[src/rtl/core/rbs_pkg.sv]
`timescale 1ns / 1ps
package rbs_pkg;

  localparam int Q_W    = 32;
  localparam int HALF_W = 31;
  localparam int NUM_W  = 34;
  // one operand stage, one stage per quotient bit, one saturation stage
  localparam int DIV_LAT = Q_W + 2;
  localparam int ADDR_W  = 5;

  localparam logic signed [Q_W-1:0] T_MIN = {1'b1, {(Q_W-1){1'b0}}};
  localparam logic signed [Q_W-1:0] T_MAX = {1'b0, {(Q_W-1){1'b1}}};

  localparam logic signed [Q_W-1:0] CENTER_RST = 32'sd32768;
  localparam logic [HALF_W-1:0]     HALF_RST   = 31'd32768;

  localparam logic [2:0] REG_CENTER_X = 3'd0;
  localparam logic [2:0] REG_CENTER_Y = 3'd1;
  localparam logic [2:0] REG_CENTER_Z = 3'd2;
  localparam logic [2:0] REG_HALF_X   = 3'd3;
  localparam logic [2:0] REG_HALF_Y   = 3'd4;
  localparam logic [2:0] REG_HALF_Z   = 3'd5;

  typedef struct packed {
    logic       par_fail;
    logic [2:0] nz;
  } side_t;

endpackage

[src/rtl/core/rbs_div.sv]
`timescale 1ns / 1ps
module rbs_div (
  input  logic                                clk,
  input  logic                                en,
  input  logic signed [rbs_pkg::NUM_W-1:0]    num,
  input  logic signed [rbs_pkg::Q_W-1:0]      den,
  output logic signed [rbs_pkg::Q_W-1:0]      q
);
  import rbs_pkg::*;

  localparam int MAG_W = NUM_W + 16;
  localparam int CMP_W = 2 * Q_W;

  logic [NUM_W-1:0] n_abs;
  logic [Q_W-1:0]   d_abs;

  logic [MAG_W-1:0] rem  [0:Q_W];
  logic [Q_W-1:0]   dm   [0:Q_W];
  logic [Q_W-1:0]   qb   [0:Q_W];
  logic             neg  [0:Q_W];
  logic             ovf  [0:Q_W];

  logic [CMP_W-1:0] sub  [0:Q_W-1];
  logic             ge   [0:Q_W-1];

  always_comb begin
    n_abs = num[NUM_W-1] ? NUM_W'(-num) : NUM_W'(num);
    d_abs = den[Q_W-1] ? Q_W'(-den) : Q_W'(den);
  end

  always_comb begin
    for (int s = 0; s < Q_W; s++) begin
      sub[s] = {{Q_W{1'b0}}, dm[s]} << (Q_W - 1 - s);
      ge[s]  = {{(CMP_W-MAG_W){1'b0}}, rem[s]} >= sub[s];
    end
  end

  always_ff @(posedge clk) begin
    if (en) begin
      rem[0] <= {n_abs, 16'b0};
      dm[0]  <= d_abs;
      qb[0]  <= '0;
      neg[0] <= num[NUM_W-1] ^ den[Q_W-1];
      // quotient of 2^32 or more: saturate regardless of sign
      ovf[0] <= {{(CMP_W-MAG_W){1'b0}}, n_abs, 16'b0} >= {d_abs, {Q_W{1'b0}}};
      for (int s = 0; s < Q_W; s++) begin
        rem[s+1] <= ge[s] ? rem[s] - sub[s][MAG_W-1:0] : rem[s];
        qb[s+1]  <= qb[s] | (ge[s] ? (Q_W'(1) << (Q_W - 1 - s)) : '0);
        dm[s+1]  <= dm[s];
        neg[s+1] <= neg[s];
        ovf[s+1] <= ovf[s];
      end
      if (!neg[Q_W]) begin
        q <= (ovf[Q_W] || qb[Q_W][Q_W-1]) ? T_MAX : $signed(qb[Q_W]);
      end else begin
        q <= (ovf[Q_W] || qb[Q_W] > {1'b1, {(Q_W-1){1'b0}}}) ? T_MIN
             : $signed(Q_W'(-qb[Q_W]));
      end
    end
  end

endmodule
[config.mk]
export PLATFORM = sky130hd
export DESIGN_NAME = rbs_div
export DESIGN_NICKNAME = d
export VERILOG_FILES = /design/src/rtl/core/rbs_pkg.sv /design/src/rtl/core/rbs_div.sv
export SDC_FILE = /design/constraint.sdc
export NUM_CORES = 2
export LEC_CHECK = 0
export BUFFER_PORTS_ARGS = -buffer_cell sky130_fd_sc_hd__buf_4
export CORE_MARGIN = 10
export CORE_UTILIZATION = 30
export CTS_CLUSTER_SIZE = 10
export DETAILED_ROUTE_END_ITERATION = 8
export HOLD_SLACK_MARGIN = 0.1
export PLACE_DENSITY = 0.46
export SETUP_SLACK_MARGIN = 0.05
export SYNTH_ARGS = -nofsm -noshare
export SYNTH_HDL_FRONTEND = slang
export SYNTH_SLANG_ARGS = --single-unit
[constraint.sdc]
create_clock -name clk -period 5.1 [get_ports clk]
set_input_delay 1.02 -clock clk [delete_from_list [all_inputs] [get_ports clk]]
set_output_delay 1.02 -clock clk [all_outputs]
set_load 0.03 [all_outputs]
==> flow_metrics.py <==
metrics = {
    "outcome": {
        "status": "completed",
    },
    "setup_path": {
        "regToRegEndpoint": "rem[0][676]",
        "path_delay_family": "compound AO/OA/AOI/OAI gates",
        "critPathBufInv": 1,
        "crit_top_cell": "o31ai_1",
        "path_max_fanout": 25,
        "worst_setup_path_start_kind": "register",
        "worst_path_largest_cell_delay_ns": 0.62,
        "cp.required_ns": 5.78,
        "cp-startpoint": "rem[0][621]",
        "worstPathCellList": "ha_1, nor2b_1, o31ai_1, a311oi_1, o22ai_1, o31ai_1, a211o_1, a221o_1, a221oi_1, nand2b_1, a21o_1, buf_12, mux2_2",
        "worstSetupEndpointType": "register",
        "crit_slowest_cell": "o31ai_1",
        "cp-endpoint": "rem[0][676]",
        "critPathKind": "register to register",
        "reg2reg_from": "rem[0][621]",
        "r2r_slack_ns": 0.39,
        "reg2reg_depth": 13,
        "cp.depth": 13,
        "crit_arrival_ns": 5.39,
    },
    "sta": {
        "layout_min_cycle_time_ns": 4.71,
        "worst_slack_ns": 0.389,
        "worst_pin_slew_ns": 1.19,
        "fmax_mhz": 212,
        "rsz0062_at_grt": "no",
        "slew_headroom": 0.210,
        "setup_viol": 0,
        "skew_ns": 0.0471,
        "slew_viol_final": 0,
        "fin_crit_sh": 0.924,
        "finalHoldViolations": 0,
    },
    "power_and_ir_drop": {
        "power.density_mw_per_mm2": 488,
        "irDropWorstVdd_mv": 0.282,
        "p_leak_nw": 66.6,
        "power_mw": 83.4,
    },
    "detailed_routing": {
        "drtAntennaViolNets": 0,
        "drt_wl_total_mm": 384,
        "wl_per_cell_um": 19.0,
        "drt_iter0_drc": 5939,
        "firstDrtPassIters": 8,
        "via_per_inst": 4.81,
        "drc": 0,
        "num_vias": 97300,
    },
    "clock_network": {
        "cts_hold_buf": 0,
        "cts_tree": "done",
        "root_buffer": "clkbuf_16",
        "cts_resized": 0,
        "clock-sinks": 2858,
        "post-cts-setup-buffers": 0,
        "clk_pin_slew_ns": 0.06,
        "htree_num_levels": 5,
        "cts_max_path_buffers": 4,
        "clkLatencyLatePin_ns": 0.96,
        "numCtsBuffers": 350,
    },
    "floorplanning": {
        "num_rows": 260,
        "fp.dieW_um": 729,
        "core_mm2": 0.501,
        "dieArea_mm2": 0.531,
        "initial_utilization": 0.301,
        "ios": 100,
        "dieHeight_um": 729,
    },
    "yosys": {
        "syn-num-nets": 14100,
        "ys_async_sr_fraction": 0,
        "postSynthAreaPerCell_um2": 11.6,
        "synth_flop_cell": "edfxtp_1",
        "yosysSeqAreaShare": 0.569,
        "synth_most_common_cell": "edfxtp_1",
        "synth_largest_area_cell": "edfxtp_1",
        "synth_seq_cells": 2858,
        "netlist.area_leader.share": 0.569,
        "synth_edf_count": 2858,
        "yosys_warnings": 0,
        "netlist_instances": 13000,
        "synth_common_cells": "edfxtp_1 (2858), inv_1 (1265), nand2_1 (1029), o21ai_0 (965), ha_1 (953)",
        "netlist_top_cells_area": "edfxtp_1 (57%), ha_1 (7.9%), xnor2_1 (3.4%)",
        "yosys.cell_types.count": 89,
        "syn_area_mm2": 0.151,
    },
    "finish": {
        "layout.area.seq_mm2": 0.0858,
        "multiInputGateArea_mm2": 0.0593,
        "stdcell_area_mm2": 0.171,
        "area_delta_synth_final_pct": 13.3,
        "fin_cells": 20200,
        "fillerInstances": 49800,
        "drive_gt1_frac": 0.0737,
        "num-nets-final": 14400,
        "postLayoutCoreUtil": 0.341,
    },
    "placed_design": {
        "hpwl_mm": 296,
        "port-buffer-count": 99,
        "place_area_mm2": 0.161,
        "dpl.cell_count": 19700,
        "gp_congestion": 0.843,
        "preCtsSetupSlack_ns": -0.432,
    },
    "global_route": {
        "grt_pass1_wl_mm": 588,
        "grt_pass1_vias": 97900,
        "antenna_found_initial": 7,
        "grtUsageTotal": 0.140,
        "grt-ovfl-total": 0,
        "grt_max_degree": 186,
    },
    "job": {
        "drv_cap": 0,
    },
    "min_path": {
        "min_path_type": "primary input to register",
    },
}
-- layout by cell type (no fill, tap or decap), types with 352 or more instances in the layout --
cell          n
nand2_1    1028
edfxtp_1   2858
a21oi_1     944
xor2_1      397
inv_1      1265
nor2_1      670
o21ai_0     963
clkbuf_16   352
ha_1        953
xnor2_1     577
a21o_1      527
-- layout make-up --
cell class | instances | share of cell area
Inverter | 1268 | 0.0279
Sequential cell | 2858 | 0.502
Multi-Input combinational cell | 8601 | 0.347
Tap cell | 6681 | 0.0489
Timing Repair Buffer | 285 | 0.0151
Clock inverter | 102 | 0.00606
Antenna cell | 5 | 0.0000732
Clock buffer | 410 | 0.0528
-- logic make-up (layout without fill, tap and decap cells) --
group,count (synthesis),after routing,share of synthesized area
DFF,2858,2858,0.569
muxes,220,220,0.0163
adders and majority gates,984,984,0.0832
buffers and inverters,1566,2065,0.0392
xor gates and xnor gates,974,974,0.0566
AOI/OAI and AO/OA,3315,3315,0.136
and+or+nand+nor,3108,3108,0.100
other,0,5,0
-- stage by stage --
step,TNS (ns),hold WS (ns)
final,0,0.313
after global routing,0,0.231
after CTS,0,0.182
after detailed placement,-0.432,0.405
after global placement,-0.709,0.400
after floorplan,0,0.400
-- routing by layer --
layer	up-vias	GRT usage	routed length, um
li1	48500	-	-
met1	46600	0.167	161000
met2	1519	0.262	198000
met3	607	0.0163	12600
met4	0	0.0441	12500
met5	-	0	0
-- power breakdown --
part	internal, mW	switching [mW]	leakage (nW)
clock	13.0	9.63	4.89
combinational	11.1	15.5	34.0
sequential	31.2	2.86	27.8
-- sequential cells by signal (all words and copies together), names as in the netlist --
name,cells
qb,528
neg,33
ovf,33
rem,1208
q,32
dm,1024
-- how the worst min path moves through the flow --
stage / depth (start not counted) / from / endpoint / slack [ns]
after global placement: 0 / qb[0][600] / qb[0][632] / 0.40
after detailed placement: 0 / ovf[0][13] / ovf[0][14] / 0.40
final: 1 / den[0] / dm[0][0] / 0.31
after CTS: 1 / den[0] / dm[0][0] / 0.18
after floorplan: 0 / neg[0][9] / neg[0][10] / 0.40
after global routing: 1 / den[0] / dm[0][0] / 0.23
(Power assumes the default switching activity.)
